===== src/dsa_pkg.sv =====
`timescale 1ns / 1ps
// dsa_pkg: shared types and constants of the descriptor slot allocator.
// No dependencies.
package dsa_pkg;

  localparam int SHADER_CAP = 1024;
  localparam int TARGET_CAP = 64;
  localparam int DEPTH_CAP  = 64;
  localparam int SHADER_STRIDE = 32;
  localparam int TARGET_STRIDE = 32;
  localparam int DEPTH_STRIDE  = 32;

  // top-of-stack counters hold 0..capacity
  localparam int SHD_TW = $clog2(SHADER_CAP + 1);
  localparam int TGT_TW = $clog2(TARGET_CAP + 1);
  localparam int DEP_TW = $clog2(DEPTH_CAP + 1);
  localparam int TOP_W  = (SHD_TW > TGT_TW) ? ((SHD_TW > DEP_TW) ? SHD_TW : DEP_TW)
                                            : ((TGT_TW > DEP_TW) ? TGT_TW : DEP_TW);
  // stack addresses
  localparam int SHD_AW = (SHADER_CAP > 1) ? $clog2(SHADER_CAP) : 1;
  localparam int TGT_AW = (TARGET_CAP > 1) ? $clog2(TARGET_CAP) : 1;
  localparam int DEP_AW = (DEPTH_CAP > 1) ? $clog2(DEPTH_CAP) : 1;
  localparam int POS_W  = (SHD_AW > TGT_AW) ? ((SHD_AW > DEP_AW) ? SHD_AW : DEP_AW)
                                            : ((TGT_AW > DEP_AW) ? TGT_AW : DEP_AW);

  localparam int IDX_W   = 10;
  localparam int CNT_W   = 11;
  localparam int ADDR_W  = 64;
  localparam int SHD_SZW = 11;
  localparam int TGT_SZW = 7;
  localparam int DEP_SZW = 7;
  localparam int STR_W   = 9;
  localparam int OFF_W   = IDX_W + STR_W;
  localparam int CFG_IW  = 3;
  localparam int CFG_DW  = 64;
  localparam int KIND_W  = 2;
  localparam int POOL_W  = 2;
  localparam int STAT_W  = 2;

  localparam logic [KIND_W-1:0] KIND_ALLOC = 2'd0;
  localparam logic [KIND_W-1:0] KIND_FREE  = 2'd1;

  localparam logic [POOL_W-1:0] POOL_SHD = 2'd0;
  localparam logic [POOL_W-1:0] POOL_TGT = 2'd1;
  localparam logic [POOL_W-1:0] POOL_DEP = 2'd2;

  localparam logic [STAT_W-1:0] STAT_OK       = 2'd0;
  localparam logic [STAT_W-1:0] STAT_FULL     = 2'd1;
  localparam logic [STAT_W-1:0] STAT_BAD_HDL  = 2'd2;
  localparam logic [STAT_W-1:0] STAT_OVERFLOW = 2'd3;

  localparam logic [CFG_IW-1:0] REG_SHD_SIZE = 3'd0;
  localparam logic [CFG_IW-1:0] REG_TGT_SIZE = 3'd1;
  localparam logic [CFG_IW-1:0] REG_DEP_SIZE = 3'd2;
  localparam logic [CFG_IW-1:0] REG_SHD_CPU  = 3'd3;
  localparam logic [CFG_IW-1:0] REG_SHD_GPU  = 3'd4;
  localparam logic [CFG_IW-1:0] REG_TGT_CPU  = 3'd5;
  localparam logic [CFG_IW-1:0] REG_DEP_CPU  = 3'd6;

  typedef struct packed {
    logic load;  // capture the request
    logic exec;  // stack pop/push, memory read issued
    logic emit;  // form addresses into the output register
  } dsa_cmd_t;

  typedef struct packed {
    logic out_room;
  } dsa_stat_t;

endpackage


===== src/dsa_ctrl.sv =====
`timescale 1ns / 1ps
// dsa_ctrl: request sequencer of the descriptor slot allocator.
// Depends on dsa_pkg.
module dsa_ctrl (
  input  logic             clk_i,
  input  logic             rst_ni,
  input  logic             req_valid_i,
  output logic             req_ready_o,
  input  dsa_pkg::dsa_stat_t stat_i,
  output dsa_pkg::dsa_cmd_t  cmd_o
);

  typedef enum logic [2:0] {
    ST_IDLE = 3'b001,
    ST_LOOK = 3'b010,
    ST_CALC = 3'b100
  } state_e;

  state_e state_q, state_d;

  always_comb begin
    state_d     = state_q;
    cmd_o       = '0;
    req_ready_o = 1'b0;
    unique case (state_q)
      ST_IDLE: begin
        req_ready_o = 1'b1;
        if (req_valid_i) begin
          cmd_o.load = 1'b1;
          state_d    = ST_LOOK;
        end
      end
      ST_LOOK: begin
        cmd_o.exec = 1'b1;
        state_d    = ST_CALC;
      end
      ST_CALC: begin
        if (stat_i.out_room) begin
          cmd_o.emit = 1'b1;
          state_d    = ST_IDLE;
        end
      end
      default: state_d = ST_IDLE;
    endcase
  end

  always_ff @(posedge clk_i or negedge rst_ni) begin
    if (!rst_ni) begin
      state_q <= ST_IDLE;
    end else begin
      state_q <= state_d;
    end
  end

endmodule


===== config.mk =====
export PLATFORM = sky130hd
export DESIGN_NAME = dsa_ctrl
export DESIGN_NICKNAME = d
export VERILOG_FILES = /design/src/dsa_pkg.sv /design/src/dsa_ctrl.sv
export SDC_FILE = /design/constraint.sdc
export NUM_CORES = 1
export LEC_CHECK = 0
export ABC_CLOCK_PERIOD_IN_PS = 1800
export BUFFER_PORTS_ARGS = -buffer_cell sky130_fd_sc_hd__buf_2
export CORE_AREA = 10 10 47 49
export CTS_BUF_LIST = sky130_fd_sc_hd__clkbuf_2
export DETAILED_ROUTE_END_ITERATION = 12
export DIE_AREA = 0 0 57 59
export GPL_TIMING_DRIVEN = 0
export PLACE_DENSITY = 0.3
export SKIP_CTS_REPAIR_TIMING = 1
export SYNTH_ARGS = -nofsm -noshare
export SYNTH_HDL_FRONTEND = slang
export SYNTH_SLANG_ARGS = --single-unit

===== constraint.sdc =====
create_clock -name clk_i -period 1.8 [get_ports clk_i]
set_clock_uncertainty 0.2 [all_clocks]
set_input_delay 0.45 -clock clk_i [delete_from_list [all_inputs] [get_ports clk_i]]
set_output_delay 0.45 -clock clk_i [all_outputs]
set_load 0.02 [all_outputs]

==> results.cfg, run 1 <==
[cts]
h-tree-depth = 1
cts_root_buffer = clkbuf_2
ctsLongestPathBuffers = 2
clk_latency_ps = 200
cts_tree = yes
path_clk_slew_ps = 40
clock_sinks = 3
cts_inserted_buffers = 3

[worst_setup_path]
required_ps = 1150
start_kind = register
crit_slowest_cell = dfstp_2
arrival_ps = 1160
r2r_cells = 3
end_kind = output pin
path_cells = and4bb_2 > buf_6
max_stage_delay_ps = 580
cp_max_fo = 6
worstSetupPathType = reg2out

[die]
coreArea_um2 = 1400
rows = 14
die_h_um = 59
io_pins = 8
dieArea_um2 = 3360
die_x_um = 57
initial_core_util = 0.115

[sta]
relSlewSlack = 0.790
worstMarginPinSlew_ps = 310
setup_viol = 2
setup_ws_ps = -11.1
fmax_ghz = 0.552
grt_setup_unrepaired = true
slew_viol_final = 0
finalHoldViolCount = 0
min_period_ps = 1810
period_share = 1.01

[drt]
avgRoutedWirePerCell_um = 10.2
drt_iter0_markers = 1
drt-vias-per-instance = 3.71
ant_nets = 0
wl_um = 428
vias = 156
drc = 0
dr.pass1.iters = 2

[power_and_ir_drop]
p_leak_nw = 0.131
power.switching_uw = 152
pwr-share-clk = 0.209
p_comb_frac = 0.464
power.total_uw = 434
p_int_uw = 282
pwr-share-seq = 0.327
peakVddDrop_v = 0.000410
swShare = 0.350
pwr_density_cell_nw_per_um2 = 1480

[global_route]
grt_util_met1 = 0.0355
grtUsageMet3 = 0.0215
grt_busiest_layer = met4
grt_pass1_vias = 155
grt_max_degree = 7
gr-total-overflow = 0
grt_first_pass_wirelength_um = 662
grt_use_total = 0.0285
use_met2 = 0.0217
antenna_found_initial = 0

[cells_and_area]
post-route-util = 0.209
drive_gt1_frac = 0.846
diodes = 0
largest_reg_flops = 3
nets = 31
reg_top3 = state_q: 3 flops
final_area_um2 = 293
syn_to_final_growth_pct = 81.4
regMostFlops = state_q

[yosys]
synth_fa_ha_area_frac = 0
synth_edf_count = 0
synth_xor_xnor_area_share = 0
synth_simple_gate_area_frac = 0.481
synthMuxAreaShare = 0
syn-num-nets = 16
syn_inst = 12
ys_seq_elements = 3
yosys-top-cells-area = dfrtp_1 (31%), and4bb_2 (23%), dfstp_2 (16%)
synth_area_um2 = 161
ys.flop_type = dfrtp_1
synth_most_common_cell = and4bb_2
yosys.area.top_type_share = 0.310
yosys.area.top_type = dfrtp_1
synth.distinct_cells = 9
syn_area_per_cell_um2 = 13.5
synth_top_family_by_area = simple AND/OR/NAND/NOR gates
yosysSeqAreaShare = 0.473
ys_warn_count = 0
async_reset_ff_frac = 1.00
ys_top_cells_by_count = and4bb_2 (3), dfrtp_1 (2)
synth_compound_area_frac = 0

[flow_run]
max_cap_violations = 0

[placement]
placed_cell_area_um2 = 216
gp_congestion = 0.574
io_buffer_count = 7
pre_cts_ws_ps = 186
dp_hpwl_um = 349

[worst_hold_path]
hold_path.class = in2async

[outcome]
status = finished, violations left
failed_checks = negative setup slack
-- power groups by stage --
stage,sequential [mW],combinational [mW],clock [mW]
floorplan,0.124,0.106,0
global route,0.149,0.215,0.0981
global placement,0.132,0.146,0
finish,0.142,0.201,0.0907
CTS,0.132,0.149,0.0978
detailed placement,0.133,0.148,0
-- cells by family after synthesis --
kind of cell / Yosys count
buffers and inverters: 1
DFF: 3
and+or+nand+nor: 8
-- final cells by class --
cell class / count / area, um^2
well taps: 16 / 20.0
fillers: 164 / 1110
multi-input cells: 8 / 88.8
flip-flops and latches: 3 / 78.8
repair buffers: 10 / 77.6
clock buffers: 4 / 20.0
plain buffers: 1 / 7.51
-- routing by layer --
metal / up-vias / wire length [um]
met5: - / 0
met4: 0 / 0
met3: 0 / 61
met2: 8 / 150
met1: 74 / 216
li1: 74 / -
-- worst paths after layout --
check	start	to	slack [ps]
min in group clk_i	req_valid_i	state_q[1]	390
max reg2reg	state_q[0]	state_q[2]	500
min reg2reg	state_q[1]	state_q[0]	460
max	state_q[0]	cmd_o[0]	-10
min	rst_ni	state_q[1]	380
max in group asynchronous	rst_ni	state_q[0]	830
-- cells in the final DEF, fill, tap and decap left out, types with 2 or more instances in the layout --
cell type  instances
clkbuf_2           4
buf_6              2
buf_4              5
buf_2              3
and4bb_2           3
dfrtp_2            2
-- stage by stage --
| step | hold slack, ps | cells | setup TNS [ps] |
|---|---|---|---|
| 3_5_place_dp | 51.2 | 35 | 0 |
| 4_1_cts | -177 | 39 | -115 |
| 5_1_grt | 383 | 42 | -135 |
| 3_3_place_gp | 47.0 | 35 | 0 |
| 2_1_floorplan | -45.6 | 12 | 0 |
| 6_report | 376 | 42 | -19.3 |
-- worst max-delay path, delay by kind of cell (launching register included) --
family        cells  cell delay [ps]
buf+inv           1              130
simple gates      1              260
flops             1              580
(Power assumes the default switching activity.)
==> inputs of run 2 (changes only) <==
--- a/config.mk
+++ b/config.mk
@@ -8,4 +8,6 @@
 export ABC_CLOCK_PERIOD_IN_PS = 1800
 export BUFFER_PORTS_ARGS = -buffer_cell sky130_fd_sc_hd__buf_2
+export CELL_PAD_IN_SITES_DETAIL_PLACEMENT = 2
+export CELL_PAD_IN_SITES_GLOBAL_PLACEMENT = 2
 export CORE_AREA = 10 10 47 49
 export CTS_BUF_LIST = sky130_fd_sc_hd__clkbuf_2
@@ -13,5 +15,5 @@
 export DIE_AREA = 0 0 57 59
 export GPL_TIMING_DRIVEN = 0
-export PLACE_DENSITY = 0.3
+export PLACE_DENSITY = 0.39
 export SKIP_CTS_REPAIR_TIMING = 1
 export SYNTH_ARGS = -nofsm -noshare
==> constraint.sdc (replaced) <==
create_clock -name clk_i -period 1.8 [get_ports clk_i]
set_clock_uncertainty 0.2 [all_clocks]
set_input_delay 0.27 -clock clk_i [delete_from_list [all_inputs] [get_ports clk_i]]
set_output_delay 0.27 -clock clk_i [all_outputs]
set_load 0.02 [all_outputs]
==> run 2 against run 1 <==
Compared with the run above:
- the flow now finishes without violations
- hold slack lost 190 ps
- final area shrank 16%
- non-clock buffer count shrank 2
- critical endpoint is now cmd_o[2]
- global-route usage is essentially flat
- worst setup slack gained 150 ps
==> results.cfg, run 2 (synthesis gave the netlist of run 1 again) <==
[cells_and_area]
largest_reg_flops = 3
regArea_um2 = 76.3
nets = 29
drive_gt1_frac = 0.708
fill_cells = 170
reg_top3 = state_q: 3 flops
diodes = 0
multi_input_area_um2 = 77.6
most-common-layout-cells = buf_2 (7), clkbuf_2 (4), and4bb_2 (3)
layout_commonest_cell = buf_2
regMostFlops = state_q
syn_to_final_growth_pct = 52.7

[outcome]
status = finished, final reports clean

[cts]
ctsLongestPathBuffers = 2
clk_latency_ps = 200
h-tree-depth = 1
cts_inserted_buffers = 3
clock_sinks = 3
path_clk_slew_ps = 40
cts_tree = yes
cts_root_buffer = clkbuf_2

[die]
die_x_um = 57
coreArea_um2 = 1400
dieArea_um2 = 3360
rows = 14
io_pins = 8
die_h_um = 59
initial_core_util = 0.115

[drt]
wl_um = 439
avgRoutedWirePerCell_um = 11.0
drc = 0
ant_nets = 0
drt_iter0_markers = 1
drt-vias-per-instance = 3.73
dr.pass1.iters = 2
vias = 149

[sta]
grt_setup_unrepaired = false
relSlewSlack = 0.754
period_share = 0.920
min_period_ps = 1660
setup_viol = 0
tns_ps = 0
setup_ws_ps = 144
fmax_ghz = 0.604
worstMarginPinSlew_ps = 364
slew_viol_final = 0
finalHoldViolCount = 0

[power_and_ir_drop]
peakVddDrop_v = 0.000384
p_leak_nw = 0.117
pwr_density_cell_nw_per_um2 = 1510

[global_route]
antenna_found_initial = 0
grt_max_degree = 7
grt_first_pass_wirelength_um = 662
grt_use_total = 0.0280
grt_pass1_vias = 169
gr-total-overflow = 0

[worst_setup_path]
cp_num_buf_inv = 1
required_ps = 1330
start_kind = register
path_cells = and4bb_2 > buf_2
end_kind = output pin
crit_family = flip-flops
arrival_ps = 1190
crit_slowest_cell = dfstp_2
worstSetupPathType = reg2out
cp_max_fo = 6
max_stage_delay_ps = 560

[flow_run]
max_cap_violations = 0

[placement]
dp_hpwl_um = 371
pre_cts_ws_ps = 354
gp_congestion = 0.614
io_buffer_count = 7

[worst_hold_path]
hold_path.class = in2async
## run 2: cell count changes in the layout (fill, tap and decap cells not counted)
cell,change
nor3b_4,-1
buf_2,+4
dfrtp_2,-2
buf_6,-2
buf_4,-4
dfrtp_1,+2
nor3b_1,+1
## run 2: cell type report
| type | count | share of cell area |
|---|---|---|
| buffer | 1 | 0.0305 |
| timing repair buffer | 8 | 0.183 |
| multi-input combinational | 8 | 0.315 |
| clock buffer | 4 | 0.0812 |
| tap | 16 | 0.0812 |
| sequential | 3 | 0.310 |
## run 2: path summary, 6_finish.rpt
kind	start	end	slack, ps	depth (start not counted)
hold reg to reg	state_q[0]	state_q[1]	460	1
setup reg to reg	state_q[1]	state_q[2]	580	2
min in group clk_i	stat_i	state_q[0]	190	3
setup / recovery	state_q[0]	cmd_o[2]	140	2
max in group asynchronous	rst_ni	state_q[0]	1020	2
hold / removal	rst_ni	state_q[2]	190	2
## run 2: layer usage
layer,GRT usage,vias to the layer above,part of all wire
li1,-,71,-
met1,0.0296,72,0.52
met2,0.0310,6,0.44
met3,0.0172,0,0.043
met4,0.0403,0,0
met5,0,-,0
## run 2: worst reg2reg max path: cells and delay by family (launching register included)
| kind | cells | cell delay (ps) |
|---|---|---|
| simple gates | 2 | 550 |
| flops | 1 | 410 |
## run 2: power by group
group / switching, mW / internal [mW]
clock: 0.0344 / 0.0586
combinational: 0.0728 / 0.0737
sequential: 0.0341 / 0.0995
## run 2: stage by stage
| step | instance area (um^2) | hold slack [ps] | util | cells | power (mW) |
|---|---|---|---|---|---|
| after detailed placement | 216 | -132 | 0.154 | 35 | 0.283 |
| after global routing | 246 | 193 | 0.176 | 40 | 0.400 |
| after CTS | 236 | -365 | 0.169 | 39 | 0.384 |
| after floorplan | 161 | -226 | - | 12 | 0.230 |
| final | 246 | 188 | 0.176 | 40 | 0.373 |
| after global placement | 216 | -133 | 0.154 | 35 | 0.280 |
